### src/hw/rtl/bctc_pkg.sv
// shared constants and types for the broadcast tree children block
package bctc_pkg;

  localparam int NODES_MAX_DEF = 1024;
  localparam int K_MAX_DEF     = 4;
  localparam int MAX_RESULTS   = 32;
  localparam int CNT_W         = $clog2(MAX_RESULTS + 1);

  localparam int RANK_W        = 10;
  localparam int DELAY_K_W     = 3;
  localparam int NODE_COUNT_W  = 11;
  localparam int CFG_DATA_W    = 11;
  localparam int CFG_INDEX_W   = 1;

  localparam logic [DELAY_K_W-1:0]    DELAY_K_RESET    = 3'd1;
  localparam logic [NODE_COUNT_W-1:0] NODE_COUNT_RESET = 11'd1024;

  typedef enum logic [CFG_INDEX_W-1:0] {
    REG_DELAY_K    = 1'b0,
    REG_NODE_COUNT = 1'b1
  } cfg_reg_t;

  // sequencer command to the recurrence unit
  typedef struct packed {
    logic clear;
    logic advance;
  } fstep_t;

endpackage

### src/hw/rtl/bctc_fib_unit.sv
// shared saturating adder and history window that walk the lagged recurrence
module bctc_fib_unit #(
  parameter int NODES_MAX = bctc_pkg::NODES_MAX_DEF,
  parameter int K_MAX     = bctc_pkg::K_MAX_DEF
) (
  input  logic                             clk,
  input  logic                             rst_n,
  input  bctc_pkg::fstep_t                 step,
  input  logic [$clog2(K_MAX + 1)-1:0]     k,
  output logic [$clog2(NODES_MAX + 1)-1:0] value
);

  localparam int FW = $clog2(NODES_MAX + 1);
  localparam int KW = $clog2(K_MAX + 1);

  // w_r[j] holds f(t-1-j)
  logic [FW-1:0] w_r [K_MAX];
  logic [KW-1:0] tcnt_r, tcnt_nxt;
  logic [FW-1:0] tap;
  logic [FW:0]   sum;

  always_comb begin
    tap = '0;
    for (int j = 0; j < K_MAX; j++) begin
      if (KW'(j + 1) == k) tap = w_r[j];
    end
    sum = {1'b0, w_r[0]} + {1'b0, tap};
    if (tcnt_r < k) begin
      value = FW'(1);
    end else if (sum > (FW + 1)'(NODES_MAX)) begin
      value = FW'(NODES_MAX);
    end else begin
      value = sum[FW-1:0];
    end
  end

  always_comb begin
    tcnt_nxt = tcnt_r;
    if (step.clear) begin
      tcnt_nxt = '0;
    end else if (step.advance && (tcnt_r < KW'(K_MAX))) begin
      tcnt_nxt = tcnt_r + KW'(1);
    end
  end

  always_ff @(posedge clk) begin
    if (!rst_n) begin
      tcnt_r <= '0;
    end else begin
      tcnt_r <= tcnt_nxt;
    end
  end

  always_ff @(posedge clk) begin
    if (step.advance) begin
      w_r[0] <= value;
      for (int j = 1; j < K_MAX; j++) begin
        w_r[j] <= w_r[j-1];
      end
    end
  end

endmodule

### src/hw/rtl/broadcast_tree_children_top.sv
// top level of the broadcast tree children block: sequencer, output register, config
// For each sender word taken, the block lists the ranks that sender sends to in a
// lagged-fibonacci (lame) broadcast tree, one output word per child in send order, the
// final one marked by out_is_last. A sender at or above the node count, or with no
// child below it, produces no words. One sender is worked on at a time and in_stall is
// high until its last child is loaded into the output register. The sequence terms are
// made one per cycle by a single saturating adder, except while a held child waits on a
// stalled output register. A sender at or above the node count is dropped in the cycle
// it is taken. delay_k and node_count are written through cfg_we/cfg_index/cfg_data; the
// user must write them only while the block is idle, which the block does not enforce;
// delay_k of zero acts as one and values above K_MAX act as K_MAX, node_count above
// NODES_MAX acts as NODES_MAX.
module broadcast_tree_children_top #(
  parameter int NODES_MAX = bctc_pkg::NODES_MAX_DEF,
  parameter int K_MAX     = bctc_pkg::K_MAX_DEF
) (
  input  logic                               clk,
  input  logic                               rst_n,
  // input channel
  input  logic                               in_valid,
  output logic                               in_stall,
  input  logic [bctc_pkg::RANK_W-1:0]        in_sender_rank,
  // result channel
  output logic                               out_valid,
  input  logic                               out_stall,
  output logic [bctc_pkg::RANK_W-1:0]        out_child_rank,
  output logic                               out_is_last,
  // config write port
  input  logic                               cfg_we,
  input  logic [bctc_pkg::CFG_INDEX_W-1:0]   cfg_index,
  input  logic [bctc_pkg::CFG_DATA_W-1:0]    cfg_data
);

  localparam int FW     = $clog2(NODES_MAX + 1);
  localparam int KW     = $clog2(K_MAX + 1);
  localparam int RANK_W = bctc_pkg::RANK_W;
  localparam int CNT_W  = bctc_pkg::CNT_W;
  // compare width: holds sender + f and the node count without overflow
  localparam int CW     = ((FW > bctc_pkg::NODE_COUNT_W) ? FW : bctc_pkg::NODE_COUNT_W) + 1;

  typedef enum logic [1:0] {
    S_IDLE,
    S_SEEK,
    S_CHILD,
    S_FLUSH
  } state_t;

  // config registers
  logic [bctc_pkg::DELAY_K_W-1:0]    delay_k_r;
  logic [bctc_pkg::NODE_COUNT_W-1:0] node_count_r;

  // sequencer state
  state_t            state_r, state_nxt;
  logic [RANK_W-1:0] sender_r, sender_nxt;
  logic [KW-1:0]     skip_r, skip_nxt;
  logic [RANK_W-1:0] pend_r, pend_nxt;
  logic              pend_v_r, pend_v_nxt;
  logic [CNT_W-1:0]  cnt_r, cnt_nxt;
  logic              out_valid_r, out_valid_nxt;
  logic [RANK_W-1:0] out_child_r, out_child_nxt;
  logic              out_last_r, out_last_nxt;

  bctc_pkg::fstep_t  step;
  logic [FW-1:0]     fib_value;
  logic [KW-1:0]     k_eff;
  logic [CW-1:0]     n_eff;
  logic [CW-1:0]     sender_ext;
  logic [CW-1:0]     value_ext;
  logic [CW-1:0]     child_sum;
  logic              child_ok;
  logic              slot_free;

  // effective lag, clamped to 1..K_MAX
  always_comb begin
    if (delay_k_r == '0) begin
      k_eff = KW'(1);
    end else if (int'(delay_k_r) > K_MAX) begin
      k_eff = KW'(K_MAX);
    end else begin
      k_eff = KW'(delay_k_r);
    end
  end

  // effective node count, clamped to NODES_MAX
  always_comb begin
    if (CW'(node_count_r) > CW'(NODES_MAX)) begin
      n_eff = CW'(NODES_MAX);
    end else begin
      n_eff = CW'(node_count_r);
    end
  end

  // the recurrence unit: produces f(t) for the current t each cycle
  bctc_fib_unit #(
    .NODES_MAX (NODES_MAX),
    .K_MAX     (K_MAX)
  ) u_fib (
    .clk   (clk),
    .rst_n (rst_n),
    .step  (step),
    .k     (k_eff),
    .value (fib_value)
  );

  assign sender_ext = CW'(sender_r);
  assign value_ext  = CW'(fib_value);
  assign child_sum  = sender_ext + value_ext;
  assign child_ok   = child_sum < n_eff;
  // output register can take a word this cycle
  assign slot_free  = !out_valid_r || !out_stall;

  // sequencer
  // seek: walk t up until f(t) > sender (start level s)
  // child: skip k-1 more terms, then one child per term while below the node count, up to MAX_RESULTS;
  //        each child is held one step so the final one can be marked
  // flush: hand over the held child marked last
  always_comb begin
    state_nxt     = state_r;
    sender_nxt    = sender_r;
    skip_nxt      = skip_r;
    pend_nxt      = pend_r;
    pend_v_nxt    = pend_v_r;
    cnt_nxt       = cnt_r;
    out_valid_nxt = out_valid_r && out_stall;
    out_child_nxt = out_child_r;
    out_last_nxt  = out_last_r;
    step          = '0;

    unique case (state_r)
      S_IDLE: begin
        if (in_valid) begin
          // senders outside the tree are taken and dropped
          if (CW'(in_sender_rank) < n_eff) begin
            state_nxt  = S_SEEK;
            sender_nxt = in_sender_rank;
            pend_v_nxt = 1'b0;
            cnt_nxt    = '0;
            step.clear = 1'b1;
          end
        end
      end
      S_SEEK: begin
        if ((sender_r == '0) || (value_ext > sender_ext)) begin
          // hold t at s; child phase starts from f(s)
          state_nxt = S_CHILD;
          skip_nxt  = k_eff - KW'(1);
        end else begin
          step.advance = 1'b1;
        end
      end
      S_CHILD: begin
        if (skip_r != '0) begin
          step.advance = 1'b1;
          skip_nxt     = skip_r - KW'(1);
        end else if (!child_ok) begin
          state_nxt = pend_v_r ? S_FLUSH : S_IDLE;
        end else if (!pend_v_r || slot_free) begin
          if (pend_v_r) begin
            out_valid_nxt = 1'b1;
            out_child_nxt = pend_r;
            out_last_nxt  = 1'b0;
          end
          pend_nxt     = child_sum[RANK_W-1:0];
          pend_v_nxt   = 1'b1;
          cnt_nxt      = cnt_r + CNT_W'(1);
          step.advance = 1'b1;
          // result limit reached, remaining children dropped
          if (cnt_r == CNT_W'(bctc_pkg::MAX_RESULTS - 1)) begin
            state_nxt = S_FLUSH;
          end
        end
      end
      S_FLUSH: begin
        if (slot_free) begin
          out_valid_nxt = 1'b1;
          out_child_nxt = pend_r;
          out_last_nxt  = 1'b1;
          pend_v_nxt    = 1'b0;
          state_nxt     = S_IDLE;
        end
      end
      default: begin
        state_nxt = S_IDLE;
      end
    endcase
  end

  always_ff @(posedge clk) begin
    if (!rst_n) begin
      state_r     <= S_IDLE;
      pend_v_r    <= 1'b0;
      cnt_r       <= '0;
      skip_r      <= '0;
      out_valid_r <= 1'b0;
    end else begin
      state_r     <= state_nxt;
      pend_v_r    <= pend_v_nxt;
      cnt_r       <= cnt_nxt;
      skip_r      <= skip_nxt;
      out_valid_r <= out_valid_nxt;
    end
    // payload, no reset needed
    sender_r    <= sender_nxt;
    pend_r      <= pend_nxt;
    out_child_r <= out_child_nxt;
    out_last_r  <= out_last_nxt;
  end

  // config writes
  always_ff @(posedge clk) begin
    if (!rst_n) begin
      delay_k_r    <= bctc_pkg::DELAY_K_RESET;
      node_count_r <= bctc_pkg::NODE_COUNT_RESET;
    end else if (cfg_we) begin
      unique case (bctc_pkg::cfg_reg_t'(cfg_index))
        bctc_pkg::REG_DELAY_K: begin
          delay_k_r <= cfg_data[bctc_pkg::DELAY_K_W-1:0];
        end
        bctc_pkg::REG_NODE_COUNT: begin
          node_count_r <= cfg_data[bctc_pkg::NODE_COUNT_W-1:0];
        end
        default: begin
          delay_k_r <= delay_k_r;
        end
      endcase
    end
  end

  // one sender at a time
  assign in_stall       = (state_r != S_IDLE);
  assign out_valid      = out_valid_r;
  assign out_child_rank = out_child_r;
  assign out_is_last    = out_last_r;

endmodule

### config.mk
export PLATFORM = sky130hd
export DESIGN_NAME = broadcast_tree_children_top
export DESIGN_NICKNAME = d
export VERILOG_FILES = /design/src/hw/rtl/bctc_pkg.sv /design/src/hw/rtl/bctc_fib_unit.sv /design/src/hw/rtl/broadcast_tree_children_top.sv
export SDC_FILE = /design/constraint.sdc
export NUM_CORES = 1
export LEC_CHECK = 0
export BUFFER_PORTS_ARGS = -buffer_cell sky130_fd_sc_hd__buf_2
export CELL_PAD_IN_SITES_DETAIL_PLACEMENT = 0
export CELL_PAD_IN_SITES_GLOBAL_PLACEMENT = 1
export CORE_MARGIN = 5
export CORE_UTILIZATION = 30
export CTS_CLUSTER_DIAMETER = 50
export DETAILED_ROUTE_END_ITERATION = 6
export PLACE_DENSITY = 0.51
export SYNTH_ARGS = -nofsm -noshare
export SYNTH_HDL_FRONTEND = slang
export SYNTH_SLANG_ARGS = --single-unit
### constraint.sdc
create_clock -name clk -period 10.9 [get_ports clk]
set_input_delay 1.635 -clock clk [delete_from_list [all_inputs] [get_ports clk]]
set_output_delay 1.635 -clock clk [all_outputs]
set_load 0.01 [all_outputs]
==> impl_metrics.ini, run 1 <==
[outcome]
status = finished, final reports clean

[worst_hold_path]
hold_end = out_child_rank[9]$_DFFE_PP_
whs_path_depth = 0
hold_start = pend_r[9]$_DFFE_PP_
hold_class = reg2reg

[clock_network]
clockBufferDepth = 2
hold_buffers = 0
cts-root-buf = clkbuf_16
numCtsBuffers = 9
post_cts_resize_count = 0
cts_tree = built
clkTransAtPathRegs_ns = 0.07
clk_latency_ns = 0.36
htreeDepth = 3
cts_setup_buffers = 0
cts.sinks = 105

[detailed_routing]
drcViolationCount = 0
vias = 4415
wire_per_inst_um = 16.9
drt-initial-drc-count = 258
drt_pass1_iterations = 6
vias_per_cell = 4.90
postRouteAntennaNets = 0
wl_um = 15200

[final_layout]
nets = 721
multiInputGateArea_um2 = 3020
stdcell_area_um2 = 6870
fillers = 2110
syn2layout_area_growth_pct = 13.5
layout_commonest_cell = edfxtp_1
drive_above_1_share = 0.119
fin_util = 0.343
fin_cells = 901
antennaDiodeCount = 0
regArea_um2 = 2850
mostFrequentLayoutCells = 75 x edfxtp_1, 66 x ha_1, 64 x a21oi_1

[pwr]
sw_frac_of_total = 0.375
ir_worst_vdd_mv = 0.0985
seq_power_share = 0.394
p_per_area_nw_per_um2 = 216
intPower_uw = 926
p_switching_uw = 555
p_clk_frac = 0.224
p_comb_frac = 0.381
p_leak_nw = 2.64

[die]
start_util = 0.302
std_cell_rows = 52
die_area_um2 = 23100
die_x_um = 152
pin_count = 40
core_area_um2 = 20000
die_h_um = 152

[critical_path]
worst-endpoint-arrival_ns = 9.15
critical_path_required_ns = 10.92
r2r_start = delay_k_r[1]$_SDFFE_PN0P_
ff2ff_setup_slack_ns = 1.77
worstReg2RegEnd = u_fib.w_r[3][7]$_DFFE_PP_
crit_path_end_kind = flop
slowest_stage = ha_1
crit_type = reg2reg
path_common_cell = nor2_1
r2r_cells = 37
startpoint_type = flop
cp_max_fo = 27
slowest_delay_ns = 0.65

[timing]
finalHoldViolCount = 0
fin_tns_setup_ns = 0
setup_viol = 0
finalMaxSlewViolations = 0
min_period_over_period = 0.838
max_freq_mhz = 109
fin_crit_ns = 9.13
worstMarginPinSlew_ns = 0.977
skew_ns = 0.0147
rsz0062_at_grt = false
relSlewSlack = 0.346

[global_route]
grt.total_usage = 0.131
first_global_vias = 4422
antenna_found_initial = 0
grt_start_max_net_pins = 28
overflow = 0
grt_pass1_wl_um = 24200

[logic_synthesis]
synth_seq_cells = 105
ys_top_cells_by_area = edfxtp_1 37%, ha_1 14%, dfxtp_1 9.9%
ys_seq_area_frac = 0.471
synth_edf_count = 75
synthesis.area_um2 = 6050
synthArstFlopShare = 0
syn_avg_cell_area_um2 = 10.3
synth_area_leader_cell = edfxtp_1
yosysUniqueCellTypes = 72
synth_fp_nets = 680
synth-main-ff-cell = edfxtp_1
synth_warnings = 0
syn_inst = 585
synth_top_area_share = 0.372

[placement]
routabilityCongestion = 0.818
placedCellCount = 885
port_buffers = 39
dp_hpwl_um = 11900
dpl_cell_area_um2 = 6570

[flow_run]
cap_violations = 0
-- stage by stage --
stage	hold slack [ns]	power (mW)	setup slack [ns]
after floorplan	0.400	0.987	2.54
after global placement	0.407	1.16	2.02
after detailed placement	0.406	1.16	1.77
after CTS	0.431	1.50	1.78
after global routing	0.435	1.58	0.963
final	0.427	1.48	1.77
-- Yosys cell counts (9+ instances only) --
master and number:
a21oi_1 64, ha_1 66, nand2_1 57, inv_1 35
nor2b_1 18, o21ai_0 25, edfxtp_1 75, nand3_1 25
nor2_1 39, dfxtp_1 30, xor2_1 9, clkbuf_1 11
-- power by group through the flow --
stage	clock network, mW	registers [mW]	logic, mW
after floorplan	0	0.575	0.411
after detailed placement	0	0.594	0.568
final	0.332	0.584	0.565
after global placement	0	0.595	0.569
after global routing	0.358	0.594	0.633
after CTS	0.345	0.586	0.571
-- layout make-up --
type,count,share of cell area
clock buffer,9,0.0328
clock inverter,7,0.0102
inverter,36,0.0197
multi-input combinational,430,0.439
sequential,105,0.415
tap,270,0.0492
timing repair buffer,44,0.0339
-- logic make-up after synthesis --
group / Yosys count / synth area share
xor gates and xnor gates: 17 / 0.0246
DFF: 105 / 0.471
buffers and inverters: 50 / 0.0325
and+or+nand+nor: 191 / 0.156
AOI/OAI and AO/OA: 151 / 0.168
adders and majority gates: 68 / 0.143
muxes: 3 / 0.00496
-- worst max path at each step --
stage                               from                      endpoint  slack [ns]  depth (start not counted)
6_report       delay_k_r[1]$_SDFFE_PN0P_     u_fib.w_r[3][7]$_DFFE_PP_        1.77                         37
5_1_grt        delay_k_r[1]$_SDFFE_PN0P_     u_fib.w_r[2][7]$_DFFE_PP_        0.96                         36
4_1_cts        delay_k_r[1]$_SDFFE_PN0P_    u_fib.w_r[3][10]$_DFFE_PP_        1.78                         37
3_5_place_dp   delay_k_r[1]$_SDFFE_PN0P_     u_fib.w_r[3][4]$_DFFE_PP_        1.77                         37
3_3_place_gp   delay_k_r[1]$_SDFFE_PN0P_     u_fib.w_r[3][2]$_DFFE_PP_        2.02                         37
2_1_floorplan  delay_k_r[1]$_SDFFE_PN0P_  u_fib.tcnt_r[0]$_SDFFE_PP0P_        2.54                         38
-- per-layer routing --
layer  part of all wire  global-route usage  vias to the layer above
li1                   -                   -                     2220
met5                  0                   0                        -
met4              0.016              0.0437                        0
met2               0.47               0.214                       65
met1               0.49               0.179                     2114
met3              0.027              0.0222                       16
-- registers in the layout, summed over array words and instances, names as in the netlist --
signal          count
u_fib.w_r          44
node_count_r       11
out_child_rank     10
pend_r             10
sender_r           10
cnt_r               6
delay_k_r           3
skip_r              3
u_fib.tcnt_r        3
state_r             2
out_is_last         1
out_valid           1
pend_v_r            1
-- worst max-delay path: cells and delay by family, from the launching register on --
kind	cells	cell delay [ns]
flip-flops	1	0.46
AO/OA/AOI/OAI	15	3.46
XOR/XNOR	1	0.20
AND/OR/NAND/NOR	13	2.38
buffers and inverters	3	0.72
adder cells (fa/ha/maj)	5	1.53
No activity file was read; power rests on OpenSTA's default activity.
==> inputs of run 2 (changes only) <==
Clock period 10.9 ns to 9.5 ns, I/O delays scaled along.
==> impl_metrics.ini, run 2 (same netlist as run 1, synthesis figures left out) <==
[timing]
fin_tns_setup_ns = 0
fin_crit_ns = 8.41
finalHoldViolCount = 0
finalMaxSlewViolations = 0
relSlewSlack = 0.409
max_freq_mhz = 119
setup_viol = 0
min_period_over_period = 0.886
setup_ws_ns = 1.09
rsz0062_at_grt = false
skew_ns = 0.0141
worstMarginPinSlew_ns = 0.883

[detailed_routing]
wire_per_inst_um = 17.3
drcViolationCount = 0
drt-initial-drc-count = 248
wl_um = 15600
drt_pass1_iterations = 5
vias_per_cell = 4.89
postRouteAntennaNets = 0
vias = 4417

[die]
die_h_um = 152
pin_count = 40
start_util = 0.302
die_area_um2 = 23100
std_cell_rows = 52
die_x_um = 152
core_area_um2 = 20000

[pwr]
ir_worst_vdd_mv = 0.0812
p_per_area_nw_per_um2 = 247
p_total_mw = 1.71
p_leak_nw = 2.68

[critical_path]
crit_type = reg2reg
r2r_start = delay_k_r[1]$_SDFFE_PN0P_
cp_max_fo = 31
startpoint_type = flop
slowest_stage = o22ai_4
slowest_delay_ns = 0.56
critical_path_required_ns = 9.55
worst-path-buf-inv = 4
crit_path_end_kind = flop
path_delay_family = compound AO/OA/AOI/OAI gates
worst-endpoint-arrival_ns = 8.47
path_common_cell = nor2_1
crit_path_start = delay_k_r[1]$_SDFFE_PN0P_

[worst_hold_path]
hold_class = reg2reg
hold_start = pend_r[8]$_DFFE_PP_

[clock_network]
clkTransAtPathRegs_ns = 0.07
cts.sinks = 105
clk_latency_ns = 0.36
cts_setup_buffers = 0
post_cts_resize_count = 0
clockBufferDepth = 2
hold_buffers = 0
cts-root-buf = clkbuf_16
numCtsBuffers = 9
cts_tree = built
htreeDepth = 3

[final_layout]
largest_reg_flops = 44
antennaDiodeCount = 0
syn2layout_area_growth_pct = 14.2
top_regs = u_fib.w_r x44, node_count_r x11
fin_cells = 903
fillers = 2061
drive_above_1_share = 0.123
mostFrequentLayoutCells = 75 x edfxtp_1, 66 x ha_1, 64 x a21oi_1
fin_util = 0.345
nets = 723
regMostFlops = u_fib.w_r
layout_commonest_cell = edfxtp_1

[placement]
pre_cts_ws_ns = 1.01
routabilityCongestion = 0.819
port_buffers = 39
placedCellCount = 887
dp_hpwl_um = 12100

[global_route]
first_global_vias = 4437
grt_start_max_net_pins = 32
grt.total_usage = 0.135
grt_pass1_wl_um = 24700
antenna_found_initial = 0
overflow = 0

[outcome]
status = finished, final reports clean

[flow_run]
cap_violations = 0
==> run 2: cell types whose count changed in the layout (fill, tap and decap cells not counted), sizes merged <==
cell      previous run  this run
bufinv               1         0
buf                 44        46
clkinvlp             2         0
clkbuf               9        13
clkinv               4         3
==> run 2: final cells by class <==
class,instances,area [um^2],share of cell area
inverters,36,135,0.0195
clock buffers,13,292,0.0422
well taps,270,338,0.0489
flip-flops and latches,105,2850,0.413
repair buffers,46,260,0.0376
clock inverters,3,21.3,0.00308
multi-input cells,430,3020,0.436
==> run 2: metal layers <==
| metal | wire length, um | global-route usage |
|---|---|---|
| met4 | 216 | 0.0390 |
| met3 | 390 | 0.0256 |
| met5 | 0 | 0 |
| met2 | 7260 | 0.220 |
| met1 | 7730 | 0.183 |
==> run 2: worst register-to-register path: cells and delay by family (launching register included) <==
kind	cells	cell delay (ns)
xor+xnor	1	0.26
fa+ha+maj	5	1.39
buf+inv	4	0.61
simple gates	12	2.25
flops	1	0.31
compound gates	15	3.28
==> run 2: where the power goes <==
part	switching (mW)	internal [mW]	leakage [nW]
sequential	0.0539	0.616	0.931
combinational	0.408	0.246	1.59
clock	0.171	0.216	0.158
total	0.632	1.08	2.68
==> run 2: through the flow <==
| step | hold WS [ns] | cell area (um^2) |
|---|---|---|
| global route | 0.425 | 6910 |
| CTS | 0.409 | 6910 |
| detailed placement | 0.405 | 6600 |
| finish | 0.412 | 6910 |
| floorplan | 0.400 | 6050 |
| global placement | 0.404 | 6600 |
==> run 2: worst paths after layout <==
path	endpoint	depth (start not counted)	slack (ns)
hold reg to reg	out_child_rank[8]$_DFFE_PP_	0	0.41
setup / recovery	u_fib.w_r[0][6]$_DFFE_PP_	37	1.09
hold / removal	out_child_rank[8]$_DFFE_PP_	0	0.41
setup reg to reg	u_fib.w_r[0][6]$_DFFE_PP_	37	1.09
==> inputs of run 3 (changes only) <==
Settings changed: CELL_PAD_IN_SITES_DETAIL_PLACEMENT 0 to default, CELL_PAD_IN_SITES_GLOBAL_PLACEMENT 1 to default, PLACE_DENSITY 0.51 to 0.42.
==> impl_metrics.ini, run 3 (same netlist as run 1, synthesis figures left out) <==
[final_layout]
fin_util = 0.343
multiInputGateArea_um2 = 3020
top_regs = u_fib.w_r x44, node_count_r x11
drive_above_1_share = 0.122
fillers = 2093
antennaDiodeCount = 0
fin_cells = 902
layout_commonest_cell = edfxtp_1
mostFrequentLayoutCells = 75 x edfxtp_1, 66 x ha_1, 64 x a21oi_1
regMostFlops = u_fib.w_r
largest_reg_flops = 44
nets = 722
syn2layout_area_growth_pct = 13.6
stdcell_area_um2 = 6880
regArea_um2 = 2850

[critical_path]
worst-endpoint-arrival_ns = 8.88
ff2ff_setup_slack_ns = 0.88
crit_type = reg2reg
startpoint_type = flop
cp_max_fo = 29
critical_path_required_ns = 9.76
r2r_start = delay_k_r[1]$_SDFFE_PN0P_
crit_path_end_kind = flop
slowest_stage = ha_1
worstReg2RegEnd = u_fib.tcnt_r[0]$_SDFFE_PP0P_
path_common_cell = a21oi_1
slowest_delay_ns = 0.65
crit_path_start = delay_k_r[1]$_SDFFE_PN0P_
crit_end = u_fib.tcnt_r[0]$_SDFFE_PP0P_
r2r_cells = 35

[placement]
pre_cts_ws_ns = 0.837
dpl_cell_area_um2 = 6580
dp_hpwl_um = 11800
placedCellCount = 886
port_buffers = 39
routabilityCongestion = 0.820

[detailed_routing]
vias = 4435
drcViolationCount = 0
wl_um = 15000
drt_pass1_iterations = 6
vias_per_cell = 4.92
wire_per_inst_um = 16.6
drt-initial-drc-count = 248
postRouteAntennaNets = 0

[pwr]
p_clk_frac = 0.222
ir_worst_vdd_mv = 0.108
p_total_mw = 1.70
p_leak_nw = 2.65
intPower_mw = 1.05
p_comb_frac = 0.385
seq_power_share = 0.393
p_per_area_nw_per_um2 = 247
p_switching_uw = 654
sw_frac_of_total = 0.385

[die]
core_area_um2 = 20000
start_util = 0.302
pin_count = 40
std_cell_rows = 52
die_area_um2 = 23100
die_h_um = 152
die_x_um = 152

[global_route]
grt_pass1_wl_um = 24200
first_global_vias = 4508
grt.total_usage = 0.130
grt_start_max_net_pins = 30
overflow = 0
antenna_found_initial = 0

[timing]
finalMaxSlewViolations = 0
fin_tns_setup_ns = 0
rsz0062_at_grt = false
max_freq_mhz = 116
finalHoldViolCount = 0
worstMarginPinSlew_ns = 0.890
relSlewSlack = 0.404
setup_ws_ns = 0.881
skew_ns = 0.0221
min_period_over_period = 0.907
fin_crit_ns = 8.62
finalHoldWorstSlack_ns = 0.425
setup_viol = 0

[clock_network]
cts.sinks = 105
numCtsBuffers = 9
cts-root-buf = clkbuf_16
hold_buffers = 0
clk_latency_ns = 0.37
post_cts_resize_count = 0
htreeDepth = 3
clockBufferDepth = 2
cts_setup_buffers = 0
cts_tree = built
clkTransAtPathRegs_ns = 0.08

[outcome]
status = finished, final reports clean

[worst_hold_path]
hold_class = reg2reg

[flow_run]
cap_violations = 0
run 3: cell types whose count changed in the layout (fill, tap and decap cells not counted):
cell       delta
clkinv_4      -2
inv_6         +4
clkinv_8      +2
inv_1         -1
buf_12        -1
clkbuf_16     -1
clkbuf_8      -3
clkinv_1      +1
run 3: metal layers:
layer  vias up  wire length, um  track usage
met5         -                0            0
met4         0              296       0.0398
met3        18              423       0.0267
met2        73             7090        0.216
met1      2114             7180        0.171
li1       2230                -            -
run 3: worst min-delay path by stage:
stage,start,to,slack [ns],cells past startpoint
after global routing,pend_r[0]$_DFFE_PP_,out_child_rank[0]$_DFFE_PP_,0.43,0
after global placement,pend_r[4]$_DFFE_PP_,out_child_rank[4]$_DFFE_PP_,0.40,0
after CTS,pend_r[0]$_DFFE_PP_,out_child_rank[0]$_DFFE_PP_,0.43,0
final,pend_r[0]$_DFFE_PP_,out_child_rank[0]$_DFFE_PP_,0.42,0
after detailed placement,pend_r[0]$_DFFE_PP_,out_child_rank[0]$_DFFE_PP_,0.41,0
after floorplan,pend_r[0]$_DFFE_PP_,out_child_rank[0]$_DFFE_PP_,0.40,0
run 3: area by class of cell:
| class | instances | area share |
|---|---|---|
| repair buffers | 45 | 0.0349 |
| clock buffers | 9 | 0.0327 |
| multi-input cells | 430 | 0.438 |
| clock inverters | 7 | 0.0104 |
| flip-flops and latches | 105 | 0.415 |
| well taps | 270 | 0.0491 |
| inverters | 36 | 0.0196 |
run 3: critical path, delay by kind of cell (launching register included):
family,cells,cell delay [ns]
AO/OA/AOI/OAI,18,3.41
XOR/XNOR,2,0.45
adder cells (fa/ha/maj),6,2.17
buffers and inverters,3,0.53
flip-flops,1,0.64
AND/OR/NAND/NOR,6,1.30
run 3: power groups by stage:
stage | clock (mW) | combinational, mW | sequential [mW]
2_1_floorplan | 0 | 0.472 | 0.660
3_3_place_gp | 0 | 0.651 | 0.680
3_5_place_dp | 0 | 0.653 | 0.680
4_1_cts | 0.392 | 0.658 | 0.670
5_1_grt | 0.406 | 0.729 | 0.679
6_report | 0.377 | 0.654 | 0.669
